File: config.mk
export PLATFORM = sky130hd
export DESIGN_NAME = dithered_luma_to_glyph_unit
export DESIGN_NICKNAME = d
export VERILOG_FILES = /design/src/dlg_pkg.sv /design/src/dlg_prep.sv /design/src/dlg_luma.sv /design/src/dlg_glyph.sv /design/src/dithered_luma_to_glyph_unit.sv
export SDC_FILE = /design/constraint.sdc
export NUM_CORES = 1
export LEC_CHECK = 0
export ABC_CLOCK_PERIOD_IN_PS = 8200
export BUFFER_PORTS_ARGS = -buffer_cell sky130_fd_sc_hd__buf_2
export CAP_MARGIN = 30
export CORE_AREA = 2 2 197 199
export CTS_CLUSTER_SIZE = 28
export DETAILED_ROUTE_END_ITERATION = 10
export DIE_AREA = 0 0 199 201
export PLACE_DENSITY_LB_ADDON = 0.25
export SETUP_SLACK_MARGIN = 0.4
export SLEW_MARGIN = 10
export SYNTH_ARGS = -nofsm -noshare
export SYNTH_HDL_FRONTEND = slang
export SYNTH_SLANG_ARGS = --single-unit
File: constraint.sdc
create_clock -name clock -period 8.2 [get_ports clock]
set_input_delay 1.64 -clock clock [delete_from_list [all_inputs] [get_ports clock]]
set_output_delay 1.64 -clock clock [all_outputs]
set_load 0.02 [all_outputs]
File: src/dlg_pkg.sv
// ----------------------------------------------------------------------------
// dlg_pkg
// Shared types, constants and lookup tables for the dithered luma to glyph
// pipeline.
// ----------------------------------------------------------------------------
package dlg_pkg;

   // Configuration register indexes
   typedef enum logic [2:0] {
      CSR_WINDOW_LEFT     = 3'd0,
      CSR_WINDOW_TOP      = 3'd1,
      CSR_WINDOW_WIDTH    = 3'd2,
      CSR_WINDOW_HEIGHT   = 3'd3,
      CSR_DITHER_STRENGTH = 3'd4
   } csr_index_type;

   localparam int CSR_INDEX_W = 3;
   localparam int CSR_DATA_W  = 16;

   localparam logic [15:0] STRENGTH_RESET = 16'd7864;

   // Brightness is floor(sum * 65536 / 765); the quotient is estimated with a
   // reciprocal of 2^32/765 and fixed up with one compare and subtract.
   localparam logic [9:0]  LUMA_DIV   = 10'd765;
   localparam logic [22:0] LUMA_RECIP = 23'd5614336;
   localparam logic [16:0] ONE_Q16    = 17'd65536;
   localparam logic [6:0]  BAYER_MID  = 7'd63;

   localparam logic [4:0] RAMP_LAST  = 5'd9;
   localparam logic [4:0] HEAVY_LAST = 5'd19;

   // 8x8 ordered dither matrix, row major, indexed by {row[2:0], col[2:0]}
   localparam logic [5:0] BAYER_TAB [64] = '{
      6'd0,  6'd48, 6'd12, 6'd60, 6'd3,  6'd51, 6'd15, 6'd63,
      6'd32, 6'd16, 6'd44, 6'd28, 6'd35, 6'd19, 6'd47, 6'd31,
      6'd8,  6'd56, 6'd4,  6'd52, 6'd11, 6'd59, 6'd7,  6'd55,
      6'd40, 6'd24, 6'd36, 6'd20, 6'd43, 6'd27, 6'd39, 6'd23,
      6'd2,  6'd50, 6'd14, 6'd62, 6'd1,  6'd49, 6'd13, 6'd61,
      6'd34, 6'd18, 6'd46, 6'd30, 6'd33, 6'd17, 6'd45, 6'd29,
      6'd10, 6'd58, 6'd6,  6'd54, 6'd9,  6'd57, 6'd5,  6'd53,
      6'd42, 6'd26, 6'd38, 6'd22, 6'd41, 6'd25, 6'd37, 6'd21
   };

   // Glyph ramp " .:-=+*#%@"
   localparam logic [6:0] RAMP_TAB [10] = '{
      7'd32, 7'd46, 7'd58, 7'd45, 7'd61, 7'd43, 7'd42, 7'd35, 7'd37, 7'd64
   };

   typedef struct packed {
      logic [7:0]  window_left;
      logic [6:0]  window_top;
      logic [7:0]  window_width;
      logic [6:0]  window_height;
      logic [15:0] dither_strength;
   } cfg_type;

   // After window test and dither matrix lookup
   typedef struct packed {
      logic       in_window;
      logic [9:0] sum;
      logic [5:0] dmag;
      logic       neg;
   } prep_type;

   // After the two multiplies
   typedef struct packed {
      logic        in_window;
      logic [9:0]  sum;
      logic [16:0] qe;
      logic [14:0] mag;
      logic        neg;
   } quot_type;

   // Exact brightness with pending dither offset
   typedef struct packed {
      logic [16:0] q;
      logic [14:0] mag;
      logic        neg;
   } bright_type;

   typedef struct packed {
      logic [6:0] normal_glyph;
      logic [6:0] invert_glyph;
      logic [6:0] heavy_glyph;
   } glyph_type;

endpackage

File: src/dlg_prep.sv
// ----------------------------------------------------------------------------
// dlg_prep
// Window test, channel sum and dither matrix lookup, then the reciprocal
// multiply for brightness and the dither gain multiply. Two stages.
// ----------------------------------------------------------------------------
module dlg_prep
   import dlg_pkg::*;
(
   input  logic       clock,
   input  logic       reset,
   input  cfg_type    cfg,
   input  logic       in_valid,
   output logic       in_ready,
   input  logic [6:0] in_col,
   input  logic [5:0] in_row,
   input  logic [7:0] in_red,
   input  logic [7:0] in_green,
   input  logic [7:0] in_blue,
   output logic       out_valid,
   input  logic       out_ready,
   output quot_type   out_data
);

   logic     a_valid_ff, a_valid_in;
   prep_type a_ff, a_in;
   logic     b_valid_ff, b_valid_in;
   quot_type b_ff, b_in;

   logic a_ready, b_ready;

   logic [8:0] col_end;
   logic [7:0] row_end;
   logic       col_ok, row_ok;
   logic [5:0] m;
   logic [6:0] m2;
   prep_type   a_new;
   quot_type   b_new;
   logic [32:0] prod_q;
   logic [21:0] prod_d;

   assign b_ready  = !b_valid_ff || out_ready;
   assign a_ready  = !a_valid_ff || b_ready;
   assign in_ready = a_ready;

   // Stage A
   always_comb begin
      col_end = {1'b0, cfg.window_left} + {1'b0, cfg.window_width};
      row_end = {1'b0, cfg.window_top} + {1'b0, cfg.window_height};
      col_ok  = ({1'b0, in_col} >= cfg.window_left) &&
                ({2'b00, in_col} < col_end);
      row_ok  = ({1'b0, in_row} >= cfg.window_top) &&
                ({2'b00, in_row} < row_end);
      m       = BAYER_TAB[{in_row[2:0], in_col[2:0]}];
      m2      = {m, 1'b0};

      a_new.in_window = col_ok && row_ok;
      a_new.sum       = {2'b00, in_red} + {2'b00, in_green} + {2'b00, in_blue};
      a_new.neg       = m2 < BAYER_MID;
      a_new.dmag      = a_new.neg ? 6'(BAYER_MID - m2) : 6'(m2 - BAYER_MID);

      a_valid_in = a_ready ? in_valid : a_valid_ff;
      a_in       = (a_ready && in_valid) ? a_new : a_ff;
   end

   // Stage B
   always_comb begin
      prod_q = 33'(a_ff.sum) * 33'(LUMA_RECIP);
      prod_d = 22'(a_ff.dmag) * 22'(cfg.dither_strength);

      b_new.in_window = a_ff.in_window;
      b_new.sum       = a_ff.sum;
      b_new.qe        = prod_q[32:16];
      b_new.mag       = prod_d[21:7];
      b_new.neg       = a_ff.neg;

      b_valid_in = b_ready ? a_valid_ff : b_valid_ff;
      b_in       = (b_ready && a_valid_ff) ? b_new : b_ff;
   end

   always_ff @(posedge clock) begin
      if (reset) begin
         a_valid_ff <= 1'b0;
         b_valid_ff <= 1'b0;
      end else begin
         a_valid_ff <= a_valid_in;
         b_valid_ff <= b_valid_in;
      end
      a_ff <= a_in;
      b_ff <= b_in;
   end

   assign out_valid = b_valid_ff;
   assign out_data  = b_ff;

endmodule

File: src/dlg_luma.sv
// ----------------------------------------------------------------------------
// dlg_luma
// Quotient fix-up for the brightness divide, letterbox override, then dither
// offset and clamp to [0, 1.0]. Two stages.
// ----------------------------------------------------------------------------
module dlg_luma
   import dlg_pkg::*;
(
   input  logic        clock,
   input  logic        reset,
   input  logic        in_valid,
   output logic        in_ready,
   input  quot_type    in_data,
   output logic        out_valid,
   input  logic        out_ready,
   output logic [16:0] out_bright
);

   logic        c_valid_ff, c_valid_in;
   bright_type  c_ff, c_in;
   logic        d_valid_ff, d_valid_in;
   logic [16:0] d_ff, d_in;

   logic c_ready, d_ready;

   logic [26:0] num, back, rem;
   logic [16:0] q_fix;
   bright_type  c_new;
   logic signed [18:0] sq, smag, sumv;
   logic [16:0] d_new;

   assign d_ready  = !d_valid_ff || out_ready;
   assign c_ready  = !c_valid_ff || d_ready;
   assign in_ready = c_ready;

   // Stage C: estimate is exact or one short
   always_comb begin
      num   = {1'b0, in_data.sum, 16'd0};
      back  = 27'(in_data.qe) * 27'(LUMA_DIV);
      rem   = num - back;
      q_fix = in_data.qe + 17'(rem >= 27'(LUMA_DIV));

      c_new.q   = in_data.in_window ? q_fix : ONE_Q16;
      c_new.mag = in_data.mag;
      c_new.neg = in_data.neg;

      c_valid_in = c_ready ? in_valid : c_valid_ff;
      c_in       = (c_ready && in_valid) ? c_new : c_ff;
   end

   // Stage D
   always_comb begin
      sq   = $signed({2'b00, c_ff.q});
      smag = $signed({4'h0, c_ff.mag});
      sumv = c_ff.neg ? (sq - smag) : (sq + smag);
      if (sumv < 0) begin
         d_new = 17'd0;
      end else if (sumv > $signed({2'b00, ONE_Q16})) begin
         d_new = ONE_Q16;
      end else begin
         d_new = sumv[16:0];
      end

      d_valid_in = d_ready ? c_valid_ff : d_valid_ff;
      d_in       = (d_ready && c_valid_ff) ? d_new : d_ff;
   end

   always_ff @(posedge clock) begin
      if (reset) begin
         c_valid_ff <= 1'b0;
         d_valid_ff <= 1'b0;
      end else begin
         c_valid_ff <= c_valid_in;
         d_valid_ff <= d_valid_in;
      end
      c_ff <= c_in;
      d_ff <= d_in;
   end

   assign out_valid  = d_valid_ff;
   assign out_bright = d_ff;

endmodule

File: src/dlg_glyph.sv
// ----------------------------------------------------------------------------
// dlg_glyph
// Ramp index computation and glyph lookup into the output register.
// ----------------------------------------------------------------------------
module dlg_glyph
   import dlg_pkg::*;
(
   input  logic        clock,
   input  logic        reset,
   input  logic        in_valid,
   output logic        in_ready,
   input  logic [16:0] in_bright,
   output logic        out_valid,
   input  logic        out_ready,
   output glyph_type   out_data
);

   logic      e_valid_ff, e_valid_in;
   glyph_type e_ff, e_in;

   logic [16:0] inv;
   logic [21:0] p_norm, p_inv, p_heavy;
   logic [4:0]  ni, ii, hi;
   glyph_type   e_new;

   assign in_ready = !e_valid_ff || out_ready;

   always_comb begin
      inv     = ONE_Q16 - in_bright;
      p_norm  = 22'(in_bright) * 22'(9);
      p_inv   = 22'(inv) * 22'(9);
      p_heavy = 22'(in_bright) * 22'(19);

      ni = (p_norm[20:16]  > RAMP_LAST)  ? RAMP_LAST  : p_norm[20:16];
      ii = (p_inv[20:16]   > RAMP_LAST)  ? RAMP_LAST  : p_inv[20:16];
      hi = (p_heavy[20:16] > HEAVY_LAST) ? HEAVY_LAST : p_heavy[20:16];

      e_new.normal_glyph = RAMP_TAB[ni[3:0]];
      e_new.invert_glyph = RAMP_TAB[ii[3:0]];
      e_new.heavy_glyph  = RAMP_TAB[hi[4:1]];

      e_valid_in = in_ready ? in_valid : e_valid_ff;
      e_in       = (in_ready && in_valid) ? e_new : e_ff;
   end

   always_ff @(posedge clock) begin
      if (reset) begin
         e_valid_ff <= 1'b0;
      end else begin
         e_valid_ff <= e_valid_in;
      end
      e_ff <= e_in;
   end

   assign out_valid = e_valid_ff;
   assign out_data  = e_ff;

endmodule

File: src/dithered_luma_to_glyph_unit.sv
// ----------------------------------------------------------------------------
// dithered_luma_to_glyph_unit
// Ordered-dither brightness to glyph mapper: one grid cell in, three glyph
// codes out.
// ----------------------------------------------------------------------------
// Pipeline: five register stages (lookup, multiply, divide fix-up, dither
//    clamp, ramp); empty stages fill under rsp_stall.
// Throughput: one transaction per cycle while req_stall is low.
// Reset: synchronous; clears all stage valid bits and loads the register
//    defaults (window at origin spanning the full grid, dither 7864).
// ----------------------------------------------------------------------------
module dithered_luma_to_glyph_unit
   import dlg_pkg::*;
#(
   parameter int GRID_COLUMNS = 128,
   parameter int GRID_ROWS    = 64
)
(
   input  logic                   clock,
   input  logic                   reset,
   input  logic                   csr_write_en,
   input  logic [CSR_INDEX_W-1:0] csr_index,
   input  logic [CSR_DATA_W-1:0]  csr_wdata,
   input  logic                   req_valid,
   output logic                   req_stall,
   input  logic [6:0]             req_grid_col,
   input  logic [5:0]             req_grid_row,
   input  logic [7:0]             req_red,
   input  logic [7:0]             req_green,
   input  logic [7:0]             req_blue,
   output logic                   rsp_valid,
   input  logic                   rsp_stall,
   output logic [6:0]             rsp_normal_glyph,
   output logic [6:0]             rsp_invert_glyph,
   output logic [6:0]             rsp_heavy_glyph
);

   localparam logic [7:0] WIDTH_RESET  = 8'(GRID_COLUMNS % 256);
   localparam logic [6:0] HEIGHT_RESET = 7'(GRID_ROWS % 128);

   cfg_type cfg_ff, cfg_in;

   logic        prep_ready;
   logic        quot_valid, quot_ready;
   quot_type    quot_data;
   logic        bright_valid, bright_ready;
   logic [16:0] bright;
   glyph_type   glyph;

   always_comb begin
      cfg_in = cfg_ff;
      if (csr_write_en) begin
         case (csr_index_type'(csr_index))
            CSR_WINDOW_LEFT:     cfg_in.window_left     = csr_wdata[7:0];
            CSR_WINDOW_TOP:      cfg_in.window_top      = csr_wdata[6:0];
            CSR_WINDOW_WIDTH:    cfg_in.window_width    = csr_wdata[7:0];
            CSR_WINDOW_HEIGHT:   cfg_in.window_height   = csr_wdata[6:0];
            CSR_DITHER_STRENGTH: cfg_in.dither_strength = csr_wdata;
            default: ;  // drop writes to unmapped indexes
         endcase
      end
   end

   always_ff @(posedge clock) begin
      if (reset) begin
         cfg_ff.window_left     <= 8'd0;
         cfg_ff.window_top      <= 7'd0;
         cfg_ff.window_width    <= WIDTH_RESET;
         cfg_ff.window_height   <= HEIGHT_RESET;
         cfg_ff.dither_strength <= STRENGTH_RESET;
      end else begin
         cfg_ff <= cfg_in;
      end
   end

   dlg_prep u_prep (
      .clock     (clock),
      .reset     (reset),
      .cfg       (cfg_ff),
      .in_valid  (req_valid),
      .in_ready  (prep_ready),
      .in_col    (req_grid_col),
      .in_row    (req_grid_row),
      .in_red    (req_red),
      .in_green  (req_green),
      .in_blue   (req_blue),
      .out_valid (quot_valid),
      .out_ready (quot_ready),
      .out_data  (quot_data)
   );

   dlg_luma u_luma (
      .clock      (clock),
      .reset      (reset),
      .in_valid   (quot_valid),
      .in_ready   (quot_ready),
      .in_data    (quot_data),
      .out_valid  (bright_valid),
      .out_ready  (bright_ready),
      .out_bright (bright)
   );

   dlg_glyph u_glyph (
      .clock     (clock),
      .reset     (reset),
      .in_valid  (bright_valid),
      .in_ready  (bright_ready),
      .in_bright (bright),
      .out_valid (rsp_valid),
      .out_ready (!rsp_stall),
      .out_data  (glyph)
   );

   assign req_stall        = !prep_ready;
   assign rsp_normal_glyph = glyph.normal_glyph;
   assign rsp_invert_glyph = glyph.invert_glyph;
   assign rsp_heavy_glyph  = glyph.heavy_glyph;

endmodule

Word-level counts from Yosys, hierarchy flattened:

Memories as Yosys holds them, arrays and structs flattened. A register that Yosys moved wholly into a read port is not among the register bits.
Index checks and enable logic that the tools add are counted.

* input bits: 61
* bits in registers: 163
* ROM bits: 720
* logic and storage cells: 100
* memories: 4

* bitwise logic cells: 4
* mux-type cells: 8
* $lt $le $gt $ge: 12
* multiply operators: 6
* eq/ne operators: 4
* reduce and logical (&&, ||, !) cells: 27
* $add $sub $neg: 11

Memory list
* (no name shown): words 64, bits a word 6, rd ports 1, clocked after memory_dff 0, wr ports 0, RTL line dlg_prep.sv:53 `m = BAYER_TAB[{in_row[2:0], in_col[2:0]}];`
* (no name shown): words 16, bits a word 7, rd ports 1, clocked after memory_dff 1, wr ports 0, RTL line dlg_glyph.sv:40 `e_new.heavy_glyph = RAMP_TAB[hi[4:1]];`
* (no name shown): words 16, bits a word 7, rd ports 1, clocked after memory_dff 1, wr ports 0, RTL line dlg_glyph.sv:39 `e_new.invert_glyph = RAMP_TAB[ii[3:0]];`
* (no name shown): words 16, bits a word 7, rd ports 1, clocked after memory_dff 1, wr ports 0, RTL line dlg_glyph.sv:38 `e_new.normal_glyph = RAMP_TAB[ni[3:0]];`

Operator list (number)
* 17-bit by 4-bit multiplier with 21-bit output (second input constant): 2
* 27-bit by 10-bit greater-or-equal comparator with 1-bit output (second input constant): 1
* 17-bit by 10-bit multiplier with 27-bit output (second input constant): 1
* 26-bit by 27-bit subtractor with 27-bit output: 1
* 10-bit by 15-bit multiplier with 25-bit output (second input constant): 1
* 6-bit by 16-bit multiplier with 22-bit output: 1
* 17-bit by 5-bit multiplier with 21-bit output (second input constant): 1
* 19-bit by 18-bit greater-than comparator with 1-bit output (second input constant): 1
* 19-bit by 1-bit < comparator with 1-bit output (second input constant): 1
* 19-bit 2-to-1 mux: 1
* 17-bit by 15-bit adder with 18-bit output: 1
* 8-bit by 8-bit adder with 9-bit output: 2
* 6-bit 2-to-1 mux: 3
* 17-bit by 15-bit subtractor with 18-bit output: 1
* 17-bit by 1-bit adder with 17-bit output: 1
* 17-bit 2-to-1 mux: 1
* 17-bit subtractor (first input constant): 1
* 4-bit NOT with 5-bit output: 3
* 10-bit by 8-bit adder with 10-bit output: 1
* 5-bit by 4-bit greater-than comparator with 1-bit output (second input constant): 2
* 2-bit AND reduction: 5
* 7-bit by 9-bit < comparator with 1-bit output: 1
* 7-bit by 7-bit adder with 8-bit output: 1
* 7-bit by 8-bit greater-or-equal comparator with 1-bit output: 1
* 18 further kinds: 37

Logic depth before layout (Yosys ltp):

Gate-level depths: netlist (run 1).

* depth in word-level cells: 7
* mapped depth: 28
* gate-level depth less buffers: 27

By module:

A second synthesis (run 1) with hierarchy kept.

* cell total of the unflattened synthesis: 2431
* area, all modules: 23396.2 um^2

By module, submodules not included
* dlg_luma: area an instance 8713.4 um^2, instances 1, cells an instance 910
* dlg_prep: area an instance 8514.4 um^2, instances 1, cells an instance 821
* dlg_glyph: area an instance 4270.3 um^2, instances 1, cells an instance 520
* dithered_luma_to_glyph_unit: area an instance 1898.1 um^2, instances 1, cells an instance 180

Least setup slack after synthesis (run 1):

OpenSTA, ideal clock, no wires.

* path kind: flip-flop to flip-flop
* start: reg u_prep.b_ff, in the netlist u_prep.out_data[25]
* end: reg u_luma.c_ff[30] (netlist name), data pin
* slack: 1.189 ns
* data required time: 7.945 ns
* stages on the path, launching flop included: 27
* arrival: 6.756 ns
* cells stage by stage: edfxtp_1 inv_1 fa_1 fa_1 fa_1 fa_1 inv_1 fa_1 inv_1 ha_1 clkbuf_1 and3b_1 a2111oi_2 nand3_1 a2111o_1 a2111oi_0 o211a_1 nand4_1 nor4_1 nand4_1 ha_1 ha_1 and3_1 and3_1 nand3_1 xnor2_1 and2_1

* cells in the longest elaborated chain, start to end: 4

RTL lines
* start: declaration: RTL line dlg_prep.sv:27 `quot_type b_ff, b_in;`
* start signal: assignment: RTL line dlg_prep.sv:89 `b_ff <= b_in;`
* 17-bit by 10-bit multiplier with 27-bit output: RTL line dlg_luma.sv:39 `back = 27'(in_data.qe) * 27'(LUMA_DIV);`
* 26-bit by 27-bit subtractor with 27-bit output: RTL line dlg_luma.sv:40 `rem = num - back;`
* 27-bit by 10-bit greater-or-equal comparator with 1-bit output: RTL line dlg_luma.sv:41 `q_fix = in_data.qe + 17'(rem >= 27'(LUMA_DIV));`
* 17-bit by 1-bit adder with 17-bit output (*): RTL line dlg_luma.sv:41
* end signal: assignment: RTL line dlg_luma.sv:76 `c_ff <= c_in;`
* end: declaration: RTL line dlg_luma.sv:20 `bright_type c_ff, c_in;`

Every way passes the cells marked *; elsewhere a longest branch is shown, timed or not.
A chain may end at the register's enable or synchronous reset.

Worst setup path after layout (run 1):

* start: reg u_prep.b_ff, in the netlist u_prep.out_data[26]
* end: reg u_luma.c_ff[32] (netlist name), data pin

The elaborated chain is that of the path after synthesis.

==> qor.txt, run 1 <==
Hold-fix buffers, CTS - 0
Fin Setup TNS - 0 ps
Root Buffer - clkbuf_16
synthesized area - 22360 µm²
drt total wl - 46380 µm
I/O Buffers - 83
routed vias/inst - 5.517
starting density of the core - 58.67%
CTS tree - yes
initial antenna violation count - 1
Skew-Pair Late Insertion Delay - 470 ps
Die Y - 201 µm
leading cell type in the layout, fill and taps excluded - inv_1
Routed Antenna Nets - 0
post-layout net count - 3111
share of layout cells above drive strength 1 - 7.974%
status - completed
total CTS buffers - 17
min-delay src - u_prep.out_data[1]
Async S/R FF share, synth - 0%
crit path launch type - flip-flop
grt ovf - 0
worst slew pin tran - 916.2 ps
EDFF count, synth - 132
Area Growth Syn to Fin - 8.804%
register area share after synthesis - 22.30%
slowest CP cell - fa_1
Site Rows - 72
critical path required time - 8400 ps
reg2reg setup slack - 730 ps
Die Footprint - 40000 µm²
fin crit share - 91.05%
Layout Skew - 12.92 ps
Worst Hold End - u_luma.c_ff[1]
first-pass GRT wire length - 79470 µm
DR WL/cell - 15.58 µm
RSZ-0062 raised after global routing - no
vias - 16.42k
Max Slew Vio Count - 0
clock transition at the registers of the reported paths - 80 ps
Max-Cap Viols - 0
worst hold stages - 0
Crit. End Element - flip-flop
vias in the first global route - 17.13k
final setup fails - 0
Max FO, Critical Path - 8
Reg-to-Reg End - u_luma.c_ff[32]
DRT Pass-1 Iters - 6
largest net degree at the start of global routing - 52
Worst R2R Start - u_prep.out_data[26]
DP Wirelength - 38460 µm
core area - 38110 µm²
Hold/Removal Path Class - reg -> reg
min Tclk post-route - 7466 ps
# IOs - 84
Die X - 199 µm
top_reg_cell synth - edfxtp_1
most frequent cells in the layout - 407 x inv_1, 387 x ha_1, 214 x fa_1
H-tree levels - 4
crit-path most repeated cell - fa_1
Bufs and invs on worst path - 5
CP max stage delay - 560 ps
syn_area_per_cell - 9.583 µm²
number of synthesized register bits - 183
critical path class - reg -> reg
GPL Wtd Cong - 0.9116
Top delay family on crit path - adder cells
clock buffer depth - 2
number of DRC markers in iteration 0 - 976
syn nets - 2999
Gate Count Post-Synth - 2333
Yosys Warn Count - 0
slew margin rel. - 38.92%
FMAX - 133.9 MHz
residual DRC count - 0
clk sinks - 183
synth unique cells - 71
Total GRT Usage - 24.61%
crit path DAT - 7660 ps
Hold Vio Cnt, Final - 0
R2R cell count - 27
-- cell type report --
| type | count | area, µm² |
|---|---|---|
| antenna | 1 | 2.502 |
| clock buffer | 17 | 425.4 |
| clock inverter | 15 | 187.7 |
| fill | 3116 | 13780 |
| inverter | 419 | 1583 |
| multi-input combinational | 1694 | 15710 |
| sequential | 183 | 4985 |
| tap | 518 | 648.1 |
| timing repair buffer | 130 | 788.3 |
-- sequential cells by signal (all words and copies together) (netlist names) --
| name | cells |
|---|---|
| cfg_ff | 46 |
| u_prep.out_data | 44 |
| u_luma.c_ff | 33 |
| u_glyph.out_data | 21 |
| u_luma.out_bright | 17 |
| u_prep.a_ff | 17 |
| u_glyph.out_valid | 1 |
| u_luma.c_valid_ff | 1 |
| u_luma.out_valid | 1 |
| u_prep.a_valid_ff | 1 |
| u_prep.out_valid | 1 |
-- worst reg2reg max path: stages, from the launching register on --
cell and delay (ps):
edfxtp_1 430, clkinvlp_4 190, buf_4 180, ha_1 320
fa_1 530, inv_1 50, fa_1 460, fa_1 560
inv_1 60, fa_1 530, inv_1 40, ha_2 340
and3b_1 210, a2111oi_2 280, nand3_1 120, a2111o_1 390
a2111oi_2 360, o211a_1 200, nand4_1 130, nor4_1 290
nand4_1 200, ha_1 280, ha_1 230, and3_1 250
and3_1 250, nand4_1 120, xnor2_1 130, nand2_1 70
-- cell families after synthesis --
group / Yosys count / synth area share [%]
AOI/OAI and AO/OA: 361 / 10.70
xor gates and xnor gates: 120 / 4.701
adders and majority gates: 605 / 41.05
buffers and inverters: 456 / 7.667
DFF: 183 / 22.30
muxes: 16 / 0.7219
and+or+nand+nor: 592 / 12.87
-- repair_timing --
action | 4_1_cts | 5_1_grt
setup endpoints to repair | 4 | 12
buffers inserted | 6 | 34
hold endpoints to repair | 0 | 0
gates resized for setup | 2 | 16
-- layer usage --
layer / part of all wire (%) / global-route usage, % / wire length (µm)
met3: 3.1 / 3.444 / 1443
met4: 2.4 / 7.329 / 1129
met2: 52 / 44.98 / 23950
met5: 0 / 0 / 0
met1: 43 / 29.86 / 19860
-- metrics by stage --
| stage | std cells | worst slack, ps | util, % | hold WS [ps] | area [µm²] |
|---|---|---|---|---|---|
| 3_5_place_dp | 2904 | 371.0 | 61.36 | 405.2 | 23380 |
| 2_1_floorplan | 2333 | 1189 | - | 400.3 | 22360 |
| 4_1_cts | 2942 | 404.9 | 63.09 | 423.8 | 24040 |
| 3_3_place_gp | 2903 | 671.8 | 61.29 | 402.6 | 23350 |
| 6_report | 2977 | 733.9 | 63.83 | 421.4 | 24320 |
| 5_1_grt | 2977 | 405.7 | 63.83 | 428.3 | 24320 |
-- how the worst max path moves through the flow --
| stage | start | endpoint | cells after the start |
|---|---|---|---|
| final | u_prep.out_data[26] | u_luma.c_ff[32] | 27 |
| after global routing | u_prep.out_data[26] | u_luma.c_ff[32] | 24 |
| after CTS | u_prep.out_data[24] | u_luma.c_ff[32] | 25 |
| after detailed placement | u_prep.out_data[26] | u_luma.c_ff[28] | 25 |
| after global placement | u_prep.out_data[26] | u_luma.c_ff[32] | 25 |
| after floorplan | u_prep.out_data[25] | u_luma.c_ff[30] | 26 |
-- synthesized netlist by cell type (all sizes together), types with 13 or more instances --
cell	instances	area share (%)
dfxtp	51	4.6
inv	418	7.0
and2	56	1.6
nand3b	13	0.44
clkbuf	36	0.61
nor3	48	1.1
nor2b	20	0.56
xnor2	87	3.4
nand2b	21	0.59
edfxtp	132	18
mux2i	15	0.67
and3	21	0.59
o21a	22	0.74
o21ai	41	0.92
a21o	41	1.4
ha	391	22
nor4	15	0.42
o21bai	17	0.57
nand2	191	3.2
a21oi	131	2.9
nor2	128	2.1
nand3	27	0.60
xor2	33	1.3
a211oi	15	0.50
nand4	18	0.50
fa	214	19
Power of run 1 is left out: the tool's default activity adds up to more than one toggle a clock period on the data nets, which glitch-free logic cannot reach.
==> run 2, diff against run 1 <==
Settings changed: ABC_CLOCK_PERIOD_IN_PS 8200 to 8300.
Clock period 8.2 ns to 8.3 ns, I/O delays scaled along.
==> run 2 against run 1 <==
  * Wire length increased by 0.51%
  * Non-clock buffer count increased by 5
  * Die area unchanged
  * Setup slack got worse by 47 ps
  * Highest routed layer unchanged
==> qor.txt, run 2 (synthesized netlist as in run 1, its figures left out) <==
status - completed
Reg-to-Reg End - u_luma.c_ff[32]
Max-Cap Viols - 0 (unchanged)
reg2reg setup slack - 690 ps (-50 ps)
H-tree levels - 4 (unchanged)
residual DRC count - 0 (unchanged)
Die Y - 201 µm (unchanged)
final setup fails - 0 (unchanged)
crit-path cells - clkinvlp_4 > buf_4 > fa_1 > fa_1 > fa_1 > fa_1 > fa_1 > ha_2 > and3b_1 > a2111oi_2 > nand3_1 > a2111o_1 > a2111oi_4 > o211a_1 > nand4_1 > nor4_1 > nand4_1 > ha_2 > ha_1 > and3_4 > and3_2 > nand4_1 > xnor2_1 > nand2_1
crit path launch type - flip-flop
routed vias/inst - 5.494 (-0.42%)
FMAX - 131.4 MHz (-1.9%)
Area Growth Syn to Fin - 9.178%
post-layout net count - 3116 (+0.16%)
critical path required time - 8500 ps (+100 ps)
most frequent cells in the layout - 408 x inv_1, 386 x ha_1, 214 x fa_1
leading cell type in the layout, fill and taps excluded - inv_1
multi-input logic area - 15750 µm² (+0.26%)
worst hold stages - 0 (unchanged)
R2R cell count - 24 (-11%)
Hold/Removal Path Class - reg -> reg
Max Slew Vio Count - 0 (unchanged)
most flop-heavy register - cfg_ff
max reg flops - 46 (unchanged)
Max FO, Critical Path - 6 (-2)
Hold-fix buffers, CTS - 0 (unchanged)
# IOs - 84 (unchanged)
critical path class - reg -> reg
slew margin rel. - 39.79% (+0.87 points)
crit-path most repeated cell - fa_1
Total GRT Usage - 24.74% (+0.13 points)
Skew-Pair Late Insertion Delay - 480 ps (about the same)
min Tclk post-route - 7613 ps (+146.8 ps)
largest net degree at the start of global routing - 52 (unchanged)
min-delay src - u_prep.out_data[1]
total CTS buffers - 17 (unchanged)
Layout Skew - 13.04 ps (+0.1152 ps)
sequential cell area - 4985 µm² (unchanged)
clock transition at the registers of the reported paths - 80 ps (about the same)
vias - 16.38k (-0.25%)
clk sinks - 183 (unchanged)
Die X - 199 µm (unchanged)
DRT Pass-1 Iters - 7 (+1)
RSZ-0062 raised after global routing - no
GPL Wtd Cong - 0.9115 (about the same)
fin crit share - 91.72% (+0.67 points)
worst slew pin tran - 903.2 ps (-13.03 ps)
CP endpoint - u_luma.c_ff[32]
CP max stage delay - 560 ps (about the same)
initial antenna violation count - 2 (+1)
DR WL/cell - 15.63 µm (+0.34%)
Crit. End Element - flip-flop
starting density of the core - 58.67% (unchanged)
Site Rows - 72 (unchanged)
Worst R2R Start - u_prep.out_data[25]
first-pass GRT wire length - 79830 µm (+0.46%)
slowest CP cell - fa_1
vias in the first global route - 17.16k (+0.17%)
number of DRC markers in iteration 0 - 1021 (+4.6%)
core area - 38110 µm² (unchanged)
clock buffer depth - 2 (unchanged)
crit path DAT - 7810 ps (+150 ps)
Routed Antenna Nets - 0 (unchanged)
Hold Vio Cnt, Final - 0 (unchanged)
FILL cells - 3115 (-0.032%)
Root Buffer - clkbuf_16
CTS tree - yes
drt total wl - 46610 µm (+0.51%)
Fin Setup TNS - 0 ps (unchanged)
Die Footprint - 40000 µm² (unchanged)
Critical Path Start - u_prep.out_data[25]
DP Wirelength - 38330 µm (-0.35%)
I/O Buffers - 83 (unchanged)
grt ovf - 0 (unchanged)
share of layout cells above drive strength 1 - 8.242% (+0.27 points)
## run 2: cell count changes in the layout (fill, tap and decap cells not counted), moves of 2 or more
cell,previous run,this run
buf_4,46,51
and3_1,21,19
clkinvlp_4,2,4
ha_4,0,2
inv_2,8,6
## run 2: area by class of cell
| type | count | area share (%) |
|---|---|---|
| clock inverter | 15 | 0.7689 |
| antenna | 1 | 0.01025 |
| multi-input combinational | 1694 | 64.51 |
| sequential | 183 | 20.42 |
| tap | 518 | 2.655 |
| timing repair buffer | 135 | 3.383 |
| inverter | 419 | 6.505 |
| clock buffer | 17 | 1.743 |
## run 2: layer usage
metal	GRT usage (%)	up-vias	wire, µm
met2	45.18	313	24310
met3	3.243	75	1541
met5	0	-	0
li1	-	8043	-
met4	8.049	0	1118
met1	29.93	7952	19640
## run 2: stage by stage
stage	cell area [µm²]	hold slack [ps]	worst slack, ps	util, %	instances
6_report	24410	421.4	687.2	64.05	2982
5_1_grt	24410	428.3	374.0	64.05	2982
2_1_floorplan	22360	400.3	1289	-	2333
3_3_place_gp	23350	402.6	771.8	61.29	2903
4_1_cts	23990	423.7	403.8	62.97	2936
3_5_place_dp	23380	405.2	459.1	61.36	2904
## run 2: repair_timing
action | CTS | global route
setup endpoints to repair | 0 | 10
buffers inserted | 0 | 45
gates resized for setup | 0 | 22
## run 2: critical path: cells and delay by family (launching register included)
family	cells	cell delay (ps)
buffers and inverters	2	410
and+or+nand+nor	9	1640
adders and majority gates	8	3330
xor gates and xnor gates	1	140
DFF	1	490
AOI/OAI and AO/OA	4	1310
## run 2: how the worst min path moves through the flow
stage	endpoint	slack (ps)
final	u_luma.c_ff[1]	420
after global placement	u_luma.c_ff[0]	400
after detailed placement	u_luma.c_ff[1]	410
after CTS	u_luma.c_ff[1]	420
after global routing	u_luma.c_ff[2]	430
after floorplan	u_luma.c_ff[0]	400
Power of run 2 is left out for the same reason.
